**src/rtl/tpbf_pkg.sv**
```systemverilog
package tpbf_pkg;

    // protocol and length limits of the filter
    localparam logic [7:0]  TCP_PROTO         = 8'd6;
    localparam logic [15:0] MIN_FRAME_BYTES   = 16'd54;

    // sizing defaults
    localparam int          DEF_TABLE_ENTRIES = 16;
    localparam int          QUEUE_DEPTH       = 4;

    // one header summary as it arrives
    typedef struct packed {
        logic [15:0] frame_length;
        logic [7:0]  ip_protocol;
        logic [15:0] tcp_dest_port;
        logic [31:0] source_address;
    } t_in_word;

    // one verdict as it leaves
    typedef struct packed {
        logic        verdict;
        logic [31:0] source_count;
        logic        new_entry;
        logic        evicted;
    } t_out_word;

    // classified word carried from front to back
    typedef struct packed {
        logic        drop;
        logic [31:0] source_address;
    } t_job;

    // queue status seen by the back end and the top level
    typedef struct packed {
        logic full;
        logic empty;
    } t_qstat;

endpackage

```
**src/rtl/tpbf_front.sv**
```systemverilog
module tpbf_front
    import tpbf_pkg::*;
(
    input  logic        i_clk,
    input  logic        i_rst_n,
    input  logic        i_cfg_valid,
    output logic        o_cfg_ready,
    input  logic [15:0] i_cfg_data,
    input  t_in_word    i_header,
    output t_job        o_job
);

    logic [15:0] r_port;

    // blocked port register, always writable
    assign o_cfg_ready = 1'b1;

    always_ff @(posedge i_clk) begin
        if (!i_rst_n) begin
            r_port <= 16'd0;
        end else if (i_cfg_valid) begin
            r_port <= i_cfg_data;
        end
    end

    // classify: long enough, tcp, blocked port
    always_comb begin
        o_job.source_address = i_header.source_address;
        o_job.drop = (i_header.frame_length >= MIN_FRAME_BYTES)
                  && (i_header.ip_protocol == TCP_PROTO)
                  && (i_header.tcp_dest_port == r_port);
    end

endmodule

```
**src/rtl/tpbf_fifo.sv**
```systemverilog
module tpbf_fifo
    import tpbf_pkg::*;
(
    input  logic   i_clk,
    input  logic   i_rst_n,
    input  logic   i_wr,
    input  t_job   i_wdata,
    input  logic   i_rd,
    output t_job   o_rdata,
    output t_qstat o_stat
);

    localparam int QA_W = (QUEUE_DEPTH > 1) ? $clog2(QUEUE_DEPTH) : 1;

    t_job            r_mem [QUEUE_DEPTH];
    logic [QA_W:0]   r_wr_ptr;
    logic [QA_W:0]   r_rd_ptr;
    logic            wr_ok;
    logic            rd_ok;

    // pointer compare with wrap bit
    assign o_stat.empty = (r_wr_ptr == r_rd_ptr);
    assign o_stat.full  = (r_wr_ptr[QA_W] != r_rd_ptr[QA_W])
                       && (r_wr_ptr[QA_W-1:0] == r_rd_ptr[QA_W-1:0]);
    assign wr_ok   = i_wr && !o_stat.full;
    assign rd_ok   = i_rd && !o_stat.empty;
    assign o_rdata = r_mem[r_rd_ptr[QA_W-1:0]];

    // storage
    always_ff @(posedge i_clk) begin
        if (wr_ok) begin
            r_mem[r_wr_ptr[QA_W-1:0]] <= i_wdata;
        end
    end

    // pointers
    always_ff @(posedge i_clk) begin
        if (!i_rst_n) begin
            r_wr_ptr <= '0;
            r_rd_ptr <= '0;
        end else begin
            if (wr_ok) begin
                r_wr_ptr <= r_wr_ptr + 1'b1;
            end
            if (rd_ok) begin
                r_rd_ptr <= r_rd_ptr + 1'b1;
            end
        end
    end

endmodule

```
**src/rtl/tpbf_back.sv**
```systemverilog
module tpbf_back
    import tpbf_pkg::*;
#(
    parameter int TABLE_ENTRIES = DEF_TABLE_ENTRIES
) (
    input  logic      i_clk,
    input  logic      i_rst_n,
    input  t_qstat    i_qstat,
    input  t_job      i_job,
    output logic      o_qpop,
    input  logic      i_pop,
    output logic      o_empty,
    output t_out_word o_result
);

    localparam int IDX_W = (TABLE_ENTRIES > 1) ? $clog2(TABLE_ENTRIES) : 1;
    localparam logic [IDX_W-1:0] OLDEST = IDX_W'(TABLE_ENTRIES - 1);

    localparam logic [1:0] S_IDLE = 2'd0;
    localparam logic [1:0] S_LOOK = 2'd1;
    localparam logic [1:0] S_UPD  = 2'd2;

    localparam logic [1:0] K_PASS  = 2'd0;
    localparam logic [1:0] K_HIT   = 2'd1;
    localparam logic [1:0] K_NEW   = 2'd2;
    localparam logic [1:0] K_EVICT = 2'd3;

    logic [1:0]               r_state;
    logic [1:0]               n_state;
    t_job                     r_job;
    logic [1:0]               r_kind;
    logic [1:0]               n_kind;
    logic [IDX_W-1:0]         r_tgt;
    logic [IDX_W-1:0]         n_tgt;
    logic [IDX_W-1:0]         r_thr;
    logic [IDX_W-1:0]         n_thr;
    logic [31:0]              r_old_cnt;
    logic                     r_out_valid;
    t_out_word                r_out;
    t_out_word                n_out;

    logic [31:0]              r_key   [TABLE_ENTRIES];
    logic [31:0]              r_count [TABLE_ENTRIES];
    logic [IDX_W-1:0]         r_rank  [TABLE_ENTRIES];
    logic [TABLE_ENTRIES-1:0] r_valid;

    logic                     hit_found;
    logic [IDX_W-1:0]         hit_idx;
    logic                     free_found;
    logic [IDX_W-1:0]         free_idx;
    logic [IDX_W-1:0]         vict_idx;
    logic                     out_free;
    logic                     fire;
    logic [31:0]              upd_cnt;

    assign out_free = !r_out_valid || i_pop;
    assign fire     = (r_state == S_UPD) && out_free;
    assign o_qpop   = !i_qstat.empty && ((r_state == S_IDLE) || fire);
    assign o_empty  = !r_out_valid;
    assign o_result = r_out;
    assign upd_cnt  = (r_kind == K_HIT) ? (r_old_cnt + 32'd1) : 32'd1;

    // associative match, lowest free slot, oldest entry
    always_comb begin
        hit_found  = 1'b0;
        hit_idx    = '0;
        free_found = 1'b0;
        free_idx   = '0;
        vict_idx   = '0;
        for (int j = TABLE_ENTRIES - 1; j >= 0; j--) begin
            if (r_valid[j] && (r_key[j] == r_job.source_address)) begin
                hit_found = 1'b1;
                hit_idx   = IDX_W'(j);
            end
            if (!r_valid[j]) begin
                free_found = 1'b1;
                free_idx   = IDX_W'(j);
            end
            if (r_rank[j] == OLDEST) begin
                vict_idx = IDX_W'(j);
            end
        end
    end

    // decide what the update does
    always_comb begin
        n_kind = K_PASS;
        n_tgt  = '0;
        n_thr  = '0;
        if (r_job.drop) begin
            if (hit_found) begin
                n_kind = K_HIT;
                n_tgt  = hit_idx;
                n_thr  = r_rank[hit_idx];
            end else if (free_found) begin
                n_kind = K_NEW;
                n_tgt  = free_idx;
            end else begin
                n_kind = K_EVICT;
                n_tgt  = vict_idx;
                n_thr  = OLDEST;
            end
        end
    end

    // sequencer: fetch, look up, update
    always_comb begin
        n_state = r_state;
        case (r_state)
            S_IDLE: begin
                if (!i_qstat.empty) begin
                    n_state = S_LOOK;
                end
            end
            S_LOOK: begin
                n_state = S_UPD;
            end
            S_UPD: begin
                if (out_free) begin
                    n_state = i_qstat.empty ? S_IDLE : S_LOOK;
                end
            end
            default: begin
                n_state = S_IDLE;
            end
        endcase
    end

    // result word
    always_comb begin
        n_out.verdict      = (r_kind != K_PASS);
        n_out.source_count = (r_kind == K_PASS) ? 32'd0 : upd_cnt;
        n_out.new_entry    = r_kind inside {K_NEW, K_EVICT};
        n_out.evicted      = (r_kind == K_EVICT);
    end

    // control registers
    always_ff @(posedge i_clk) begin
        if (!i_rst_n) begin
            r_state     <= S_IDLE;
            r_out_valid <= 1'b0;
        end else begin
            r_state <= n_state;
            if (fire) begin
                r_out_valid <= 1'b1;
            end else if (i_pop) begin
                r_out_valid <= 1'b0;
            end
        end
    end

    // work registers
    always_ff @(posedge i_clk) begin
        if (o_qpop) begin
            r_job <= i_job;
        end
        if (r_state == S_LOOK) begin
            r_kind    <= n_kind;
            r_tgt     <= n_tgt;
            r_thr     <= n_thr;
            r_old_cnt <= r_count[hit_idx];
        end
        if (fire) begin
            r_out <= n_out;
        end
    end

    // keys and counts
    always_ff @(posedge i_clk) begin
        if (fire && (r_kind != K_PASS)) begin
            r_count[r_tgt] <= upd_cnt;
            if (r_kind inside {K_NEW, K_EVICT}) begin
                r_key[r_tgt] <= r_job.source_address;
            end
        end
    end

    // valid bits and recency ranks
    always_ff @(posedge i_clk) begin
        if (!i_rst_n) begin
            r_valid <= '0;
            for (int j = 0; j < TABLE_ENTRIES; j++) begin
                r_rank[j] <= '0;
            end
        end else if (fire && (r_kind != K_PASS)) begin
            for (int j = 0; j < TABLE_ENTRIES; j++) begin
                if (IDX_W'(j) == r_tgt) begin
                    r_rank[j] <= '0;
                end else if (r_valid[j] && ((r_kind == K_NEW) || (r_rank[j] < r_thr))) begin
                    r_rank[j] <= r_rank[j] + 1'b1;
                end
            end
            r_valid[r_tgt] <= 1'b1;
        end
    end

    // checks
    a_evict_full : assert property (@(posedge i_clk) disable iff (!i_rst_n)
        (r_state == S_UPD) && (r_kind == K_EVICT) |-> (&r_valid))
        else $error("eviction with a free slot");

    a_evict_new : assert property (@(posedge i_clk) disable iff (!i_rst_n)
        r_out_valid && r_out.evicted |-> r_out.new_entry && r_out.verdict)
        else $error("eviction without insertion");

    a_pass_zero : assert property (@(posedge i_clk) disable iff (!i_rst_n)
        r_out_valid && !r_out.verdict |-> (r_out.source_count == 32'd0) && !r_out.new_entry)
        else $error("passed word carries a count");

    a_new_one : assert property (@(posedge i_clk) disable iff (!i_rst_n)
        r_out_valid && r_out.new_entry |-> (r_out.source_count == 32'd1))
        else $error("new entry count not one");

    a_pop_order : assert property (@(posedge i_clk) disable iff (!i_rst_n)
        o_qpop |=> (r_state == S_LOOK))
        else $error("fetched word not looked up");

endmodule

```
**src/rtl/tcp_port_block_filter_with_lru_counts.sv**
```systemverilog
// tcp destination port filter with per-source drop counts
//
// input channel: header summary on i_header, written with push while full
// is low. result channel: verdict word on o_result while empty is low,
// taken with pop. blocked port is written on i_cfg_data with i_cfg_valid;
// o_cfg_ready is always high, write only while the block is idle.
//
// a short queue parts classification from the table. the back end handles
// one word at a time in two states: a look-up state for the associative
// match over all entries and an update state for the count and recency
// update, and it fetches its next word as the update completes. a word
// accepted into an empty block passes through the queue, the idle fetch,
// the look-up and update states before it shows on the result ports.
// reset clears the blocked port to zero, empties the queue and clears all
// table valid bits and ranks at once. while pop is held low the finished
// result waits in the output register, the back end holds its next word,
// and the queue keeps accepting until full rises.
module tcp_port_block_filter_with_lru_counts
    import tpbf_pkg::*;
#(
    parameter int TABLE_ENTRIES = DEF_TABLE_ENTRIES
) (
    input  logic        i_clk,
    input  logic        i_rst_n,
    input  logic        push,
    output logic        full,
    input  t_in_word    i_header,
    output logic        empty,
    input  logic        pop,
    output t_out_word   o_result,
    input  logic        i_cfg_valid,
    output logic        o_cfg_ready,
    input  logic [15:0] i_cfg_data
);

    t_job   front_job;
    t_job   queue_job;
    t_qstat queue_stat;
    logic   queue_pop;

    assign full = queue_stat.full;

    // classification and port register
    tpbf_front u_front (
        .i_clk       (i_clk),
        .i_rst_n     (i_rst_n),
        .i_cfg_valid (i_cfg_valid),
        .o_cfg_ready (o_cfg_ready),
        .i_cfg_data  (i_cfg_data),
        .i_header    (i_header),
        .o_job       (front_job)
    );

    // decoupling queue
    tpbf_fifo u_fifo (
        .i_clk   (i_clk),
        .i_rst_n (i_rst_n),
        .i_wr    (push),
        .i_wdata (front_job),
        .i_rd    (queue_pop),
        .o_rdata (queue_job),
        .o_stat  (queue_stat)
    );

    // source table and result register
    tpbf_back #(
        .TABLE_ENTRIES (TABLE_ENTRIES)
    ) u_back (
        .i_clk    (i_clk),
        .i_rst_n  (i_rst_n),
        .i_qstat  (queue_stat),
        .i_job    (queue_job),
        .o_qpop   (queue_pop),
        .i_pop    (pop),
        .o_empty  (empty),
        .o_result (o_result)
    );

endmodule

```
**config.mk**
```make
export PLATFORM = sky130hd
export DESIGN_NAME = tcp_port_block_filter_with_lru_counts
export DESIGN_NICKNAME = d
export VERILOG_FILES = /design/src/rtl/tpbf_pkg.sv /design/src/rtl/tpbf_front.sv /design/src/rtl/tpbf_fifo.sv /design/src/rtl/tpbf_back.sv /design/src/rtl/tcp_port_block_filter_with_lru_counts.sv
export SDC_FILE = /design/constraint.sdc
export NUM_CORES = 2
export LEC_CHECK = 0
export BUFFER_PORTS_ARGS = -buffer_cell sky130_fd_sc_hd__buf_2
export CORE_UTILIZATION = 45
export CTS_CLUSTER_DIAMETER = 150
export DETAILED_ROUTE_END_ITERATION = 16
export HOLD_SLACK_MARGIN = 0.03
export MAX_ROUTING_LAYER = met4
export SLEW_MARGIN = 30
export SYNTH_ARGS = -nofsm -noshare
export SYNTH_HDL_FRONTEND = slang
export SYNTH_SLANG_ARGS = --single-unit
```
**constraint.sdc**
```tcl
create_clock -name i_clk -period 8.2 [get_ports i_clk]
set_clock_uncertainty 0.2 [all_clocks]
set_input_delay 0.41 -clock i_clk [delete_from_list [all_inputs] [get_ports i_clk]]
set_output_delay 0.41 -clock i_clk [all_outputs]
set_load 0.01 [all_outputs]
```
==> Word level (Yosys, flattened, before mapping) <==
Memory sizes are Yosys's and may differ from the RTL's. A register that Yosys moved wholly into a read port is not among the register bits.
Cells that the tools add are included.
{ "op_classes": {"add_sub_neg": 19, "multipliers": 0, "div_mod_pow": 0, "magnitude_cmp": 19, "n_eq_ne": 59, "n_shift": 0, "muxes": 279, "n_bitwise": 34, "reduce_logical": 70} }
{ "op_table": {"columns": ["operator", "n"], "rows": [
  ["32-bit == test", 16],
  ["4-bit two-way mux", 84],
  ["1-bit two-way mux", 190],
  ["4-bit by 1-bit adder with 4-bit output (second input constant)", 16],
  ["4-bit == test (second input constant)", 16],
  ["4-bit less-than comparator", 16],
  ["1-bit logical AND", 41],
  ["32-bit by 1-bit adder with 32-bit output (second input constant)", 1],
  ["4-bit == test (first input constant)", 8],
  ["32-bit two-way mux", 1],
  ["1-bit OR", 32],
  ["1-bit logical OR", 18],
  ["16-bit == test", 1],
  ["3-bit by 4-bit == test with 1-bit output (first input constant)", 4],
  ["16-bit by 6-bit greater-or-equal comparator with 1-bit output (second input constant)", 1],
  ["16-bit OR", 1],
  ["2-bit by 4-bit == test with 1-bit output (first input constant)", 2],
  ["8-bit by 3-bit == test with 1-bit output (second input constant)", 1],
  ["3-bit by 1-bit adder with 3-bit output (second input constant)", 2],
  ["2-bit == test (second input constant)", 3],
  ["2-bit one-hot mux with 3 select lines", 1],
  ["2-bit nonzero test", 3],
  ["4-bit by 5-bit less-than comparator with 1-bit output (second input constant)", 1],
  ["1-bit demux with 4-bit select", 1],
  ["other kinds (15)", 20]
]} }
{ "word_totals": {"reg_bits": 86, "latchBits": 0, "mem_bits_rw": 1220, "romBits": 0, "input_bits": 93, "output_inout_bits": 38, "wordCells": 498, "memories": 4} }
{ "mem_list": {"columns": ["memory", "words", "word_bits", "rd", "rd_ports_with_merged_regs", "write_ports", "line", "rtl"], "rows": [
  ["u_back.r_count", 16, 32, 1, 1, 1, "tpbf_back.sv:43", "logic [31:0] r_count [TABLE_ENTRIES];"],
  ["u_back.r_key", 16, 32, 16, 0, 1, "tpbf_back.sv:42", "logic [31:0] r_key [TABLE_ENTRIES];"],
  ["u_fifo.r_mem", 4, 33, 1, 1, 1, "tpbf_fifo.sv:15", "t_job r_mem [QUEUE_DEPTH];"],
  ["u_back.r_rank", 16, 4, 17, 0, 16, "tpbf_back.sv:44", "logic [IDX_W-1:0] r_rank [TABLE_ENTRIES];"]
]} }

==> Logic depth before layout (Yosys ltp) <==
An unclocked memory read counts as a cell.
{ "depth": {"word_depth": 21, "depth_mapped": 16, "ltp_nobuf": 12} }

==> Cells and area by module <==
From an unflattened synthesis, not the netlist that was laid out.
{ "unflattened": {"cells_unflattened": 3709, "area_unflattened_um2": 58586.2} }
{ "by_module_without_submodules": {"columns": ["mod", "n_inst", "cells_per_inst", "area_each_um2"], "rows": [
  ["tpbf_back", 1, 3352, 52157.5],
  ["tpbf_fifo", 1, 241, 5323.9],
  ["tpbf_front", 1, 116, 1104.8]
]} }

==> Least setup slack after synthesis <==
OpenSTA, ideal clock, no wires.
{ "synth_path": {"path_kind": "flip-flop to flip-flop", "from": "register u_back.r_out_valid", "to": "memory u_back.r_rank[12][0] (netlist name), enable pin", "t_arrival_ns": 6.252, "required_time_ns": 7.684, "path_slack_ns": 1.432, "stages_incl_launch_ff": 7, "n_path_buf": 0, "period_less_slack_ns": 6.768, "cell_sequence": "dfxtp_1 > inv_1 > nor2_1 > nor2_1 > nand2_1 > nor4_1 > nand3b_1"} }
{ "synth_rtl": {"columns": ["element", "line", "rtl"], "rows": [
  ["from (decl)", "tpbf_back.sv:38", "logic r_out_valid;"],
  ["from (signal assigned)", "tpbf_back.sv:141", "r_out_valid <= 1'b0;"],
  ["from (signal assigned)", "tpbf_back.sv:145", "r_out_valid <= 1'b1;"],
  ["from (signal assigned)", "tpbf_back.sv:147", "r_out_valid <= 1'b0;"],
  ["to (decl)", "tpbf_back.sv:44", null]
]} }

==> Final worst setup path <==
{ "layout_path": {"from": "register u_back.r_job[21] (netlist name)", "to": "register u_back.r_old_cnt[9], read port of u_back.r_count (data pin)"} }
{ "layout_via": {"elab_chain_cells": 18, "word_cells_on_any_way": 48, "classes_between": "16 x eq/ne; 16 x mux; 16 x reduce/logical"} }
{ "layout_lines": {"columns": ["element", "line", "rtl"], "rows": [
  ["32-bit == test", "tpbf_back.sv:71", "if (r_valid[j] && (r_key[j] == r_job.source_address)) begin"],
  ["1-bit logical AND", "tpbf_back.sv:71", null],
  ["4-bit two-way mux (15 in a row)", "tpbf_back.sv:71", null],
  ["4-bit two-way mux *", "tpbf_back.sv:71", null],
  ["to (decl)", "tpbf_back.sv:37", "logic [31:0] r_old_cnt;"]
]} }
Every way passes the cells marked *; elsewhere a longest branch is shown, timed or not.
A chain may end at the register's enable or synchronous reset.

==> metrics.csv <==
stage,metric,value,unit
outcome,outcome,"finished, final reports clean",
synthesis,synthTopCellsByArea,"edfxtp_1 (67%), mux2i_1 (9.1%), xor2_1 (4.7%)",
worst_setup_path,rr_startpoint,u_back.r_job[21],
job,max-cap-violations,0,
synthesis,synth_top_cell_by_area,edfxtp_1,
sta,period_needed,5.613,ns
placement,gp_congestion,0.8457,
worst_setup_path,cp_max_fo,83,
worst_setup_path,arrival,5.90,ns
synthesis,synth_area,0.05984,sq mm
floorplan,rows,133,
synthesis,synth-edff-count,1330,
worst_setup_path,reg2reg_slack,2.59,ns
detailed_routing,wirelength,145.2,mm
placement,placed_area,0.06277,sq mm
final_layout,nets,4262,
grt,overflow,0,
floorplan,start_util,0.4546,
grt,grt_use_total,0.2209,
sta,hold_viol,0,
clocking,clockBufferDepth,3,
placement,io_buffers,128,
detailed_routing,dr_wl_met3,6.989,mm
sta,fin_crit_sh,0.6845,
synthesis,mappedNetlistNets,3967,
worst_setup_path,worstPathRequired,8.49,ns
sta,fmax,178.2,MHz
synthesis,synth_common_cells,"edfxtp_1 (1,330), mux2i_1 (541), xor2_1 (324)",
worst_setup_path,crit_type,reg2reg,
detailed_routing,via_count,33072,
floorplan,die_height,366.7,microns
sta,slew_headroom,0.3094,
worst_setup_path,crit_path_end_kind,register,
synthesis,synth_top_area_share,0.6675,
grt,grt_start_max_net_pins,136,
detailed_routing,detail_route.wirelength.met1,65.80,mm
clocking,cts_root_buf,clkbuf_16,
clocking,post_cts_resized,0,
floorplan,coreArea,0.1316,sq mm
sta,setup_viol,0,
synthesis,ys_ff_latch,1371,
clocking,cts_tree,built,
detailed_routing,drcViolationCount,0,
final_layout,fin_util,0.5170,
detailed_routing,antenna_left,0,
clocking,clock_latency,0.78,ns
clocking,clock-sinks,1371,
clocking,cts.htree.levels,4,
detailed_routing,first_pass_iters,5,
floorplan,ioPinCount,131,
clocking,numCtsBuffers,149,
detailed_routing,drt_iter0_markers,2802,
grt,antenna_found_initial,4,
sta,slew_violations,0,
synthesis,avgSynthCellArea,15.73,sq um
worst_setup_path,worstSetupStartpointType,register,
floorplan,chipWidth,366.7,microns
sta,setup-tns-final,0,ns
worst_setup_path,reg2reg_to,u_back.r_old_cnt[9],
pwr,peakVddDrop,0.2220,mV
synthesis,synth_ff_type,edfxtp_1,
detailed_routing,dr.max_layer_used,met4,
clocking,clk_pin_slew_worst_paths,0.06,ns
hold_path,min_path_type,in2reg,
pwr,power_density,288.3,mW/mm^2
final_layout,layout-drive-gt1-share,0.1298,
pwr,leakage,21.41,nW
grt,grt_pass1_wl,214.4,mm
detailed_routing,via_per_inst,5.540,
synthesis,netlist_instances,3804,
synthesis,ys_types,76,
synthesis,yosysMostFrequentCell,edfxtp_1,
detailed_routing,wl_met2,69.00,mm
sta,grt_setup_unrepaired,false,
sta,worstMarginPinSlew,1.032,ns
worst_setup_path,r2r_cells,13,
final_layout,antenna_cells,0,
grt,grt_pass1_vias,32978,
worst_setup_path,critPathLaunch,u_back.r_job[21],
detailed_routing,wl_per_cell,24.32,microns
floorplan,die-area,0.1344,sq mm
synthesis,async_reset_ff_frac,0,
synthesis,synth-seq-area-share,0.6812,
synthesis,yosys_warnings,0,
final_layout,fin_area,0.06805,sq mm
placement,dp_hpwl,84.04,mm
worst_setup_path,timing.critical_path.to,u_back.r_old_cnt[9],
final_layout,synthToLayoutAreaGrowth,13.72,%
-- metal layers --
metal / vias up / global-route usage
met5: - / -
met4: 0 / 0.06292
met3: 219 / 0.03138
met2: 875 / 0.3458
met1: 16846 / 0.3012
li1: 15132 / -
-- registers in the layout (all words and copies together), names as in the netlist, 3 cells and up --
name,flops
u_fifo.r_wr_ptr,3
u_back.r_thr,4
u_back.r_key,512
u_back.r_job,33
u_front.r_port,16
u_back.r_old_cnt,32
u_fifo.r_mem,132
u_back.r_tgt,4
u_back.r_rank,64
u_back.r_valid,16
u_back.o_result,35
u_fifo.r_rd_ptr,3
u_back.r_count,512
-- critical path: stages, from the launching register on --
cell and delay, ns:
edfxtp_1 0.96, buf_4 0.38, xor2_1 0.11, nor4_1 0.32, nand4_1 0.19, nor4_2 0.79
nor4b_4 0.22, nor3_4 0.45, buf_12 0.54, buf_16 0.39, mux2i_1 0.24, mux2i_1 0.09
mux2i_1 0.24, mux2i_1 0.12
-- cells by family (layout without fill, tap and decap cells) --
| kind of cell | after synthesis | count (layout) | share of synthesized area |
|---|---|---|---|
| AO/OA/AOI/OAI | 146 | 146 | 0.01692 |
| other | 1 | 1 | 0.00006267 |
| flip-flops | 1371 | 1371 | 0.6812 |
| buffers and inverters | 200 | 611 | 0.02005 |
| AND/OR/NAND/NOR | 845 | 845 | 0.07651 |
| multiplexers | 582 | 582 | 0.1044 |
| adder cells (fa/ha/maj) | 70 | 70 | 0.01464 |
| XOR/XNOR | 589 | 589 | 0.08621 |
-- final cells by class --
| type | instances | area [sq um] |
|---|---|---|
| sequential | 1371 | 40760 |
| inverter | 41 | 153.9 |
| clock inverter | 70 | 520.5 |
| tap | 1755 | 2196 |
| timing repair buffer | 303 | 2263 |
| multi-input combinational | 2233 | 18160 |
| fill | 10728 | 63580 |
| clock buffer | 197 | 3993 |
-- placed cells by master, fill, tap and decap left out, types with 20 or more instances in the layout --
cell type,instances
a21oi_1,30
buf_4,95
clkinv_2,22
nand3_1,90
edfxtp_1,1330
dfxtp_1,39
nand2_1,75
clkbuf_16,152
clkbuf_1,43
nor2_1,188
xnor2_1,265
ha_1,70
inv_1,40
xor2_1,324
nor2_2,21
mux4_2,33
nor4_1,140
mux2i_1,541
clkinv_1,34
and3_1,20
nand4_1,117
dlygate4sd3_1,69
nand2b_1,29
buf_2,128
a21o_1,33
nor3_1,22
o21ai_0,21
-- worst min path at each step --
stage | from | end | slack [ns] | cells past startpoint
after global routing | i_rst_n | u_back.r_state[0] | 0.07 | 2
after CTS | i_rst_n | u_back.r_state[0] | 0.04 | 2
after detailed placement | u_back.r_out_valid | u_back.r_out_valid | 0.30 | 2
final | i_rst_n | u_back.r_state[0] | 0.11 | 2
after floorplan | u_back.r_out_valid | u_back.r_out_valid | 0.27 | 2
after global placement | u_back.r_out_valid | u_back.r_out_valid | 0.29 | 2
-- per-stage QoR --
step / worst slack, ns / hold slack (ns) / total power [W] / std cells
after floorplan: 1.432 / 0.2707 / 0.01174 / 3804
after CTS: 2.717 / 0.03691 / 0.01975 / 5969
after global routing: 2.420 / 0.06978 / 0.02036 / 5970
final: 2.587 / 0.1092 / 0.01962 / 5970
after global placement: 2.700 / 0.2909 / 0.01340 / 5632
after detailed placement: 2.736 / 0.2972 / 0.01344 / 5633
-- power by group --
part | leakage (nW) | internal (W) | switching (W)
sequential | 12.5 | 0.00856 | 0.000394
combinational | 6.67 | 0.00138 | 0.00300
clock | 2.20 | 0.00358 | 0.00270
-- what timing repair did --
action | in CTS | in global routing
setup endpoints to repair | 0 | 0
hold endpoints to repair | 152 | 0
hold buffers | 69 | 0
setup buffers | 0 | 0
(Power assumes the default switching activity.)
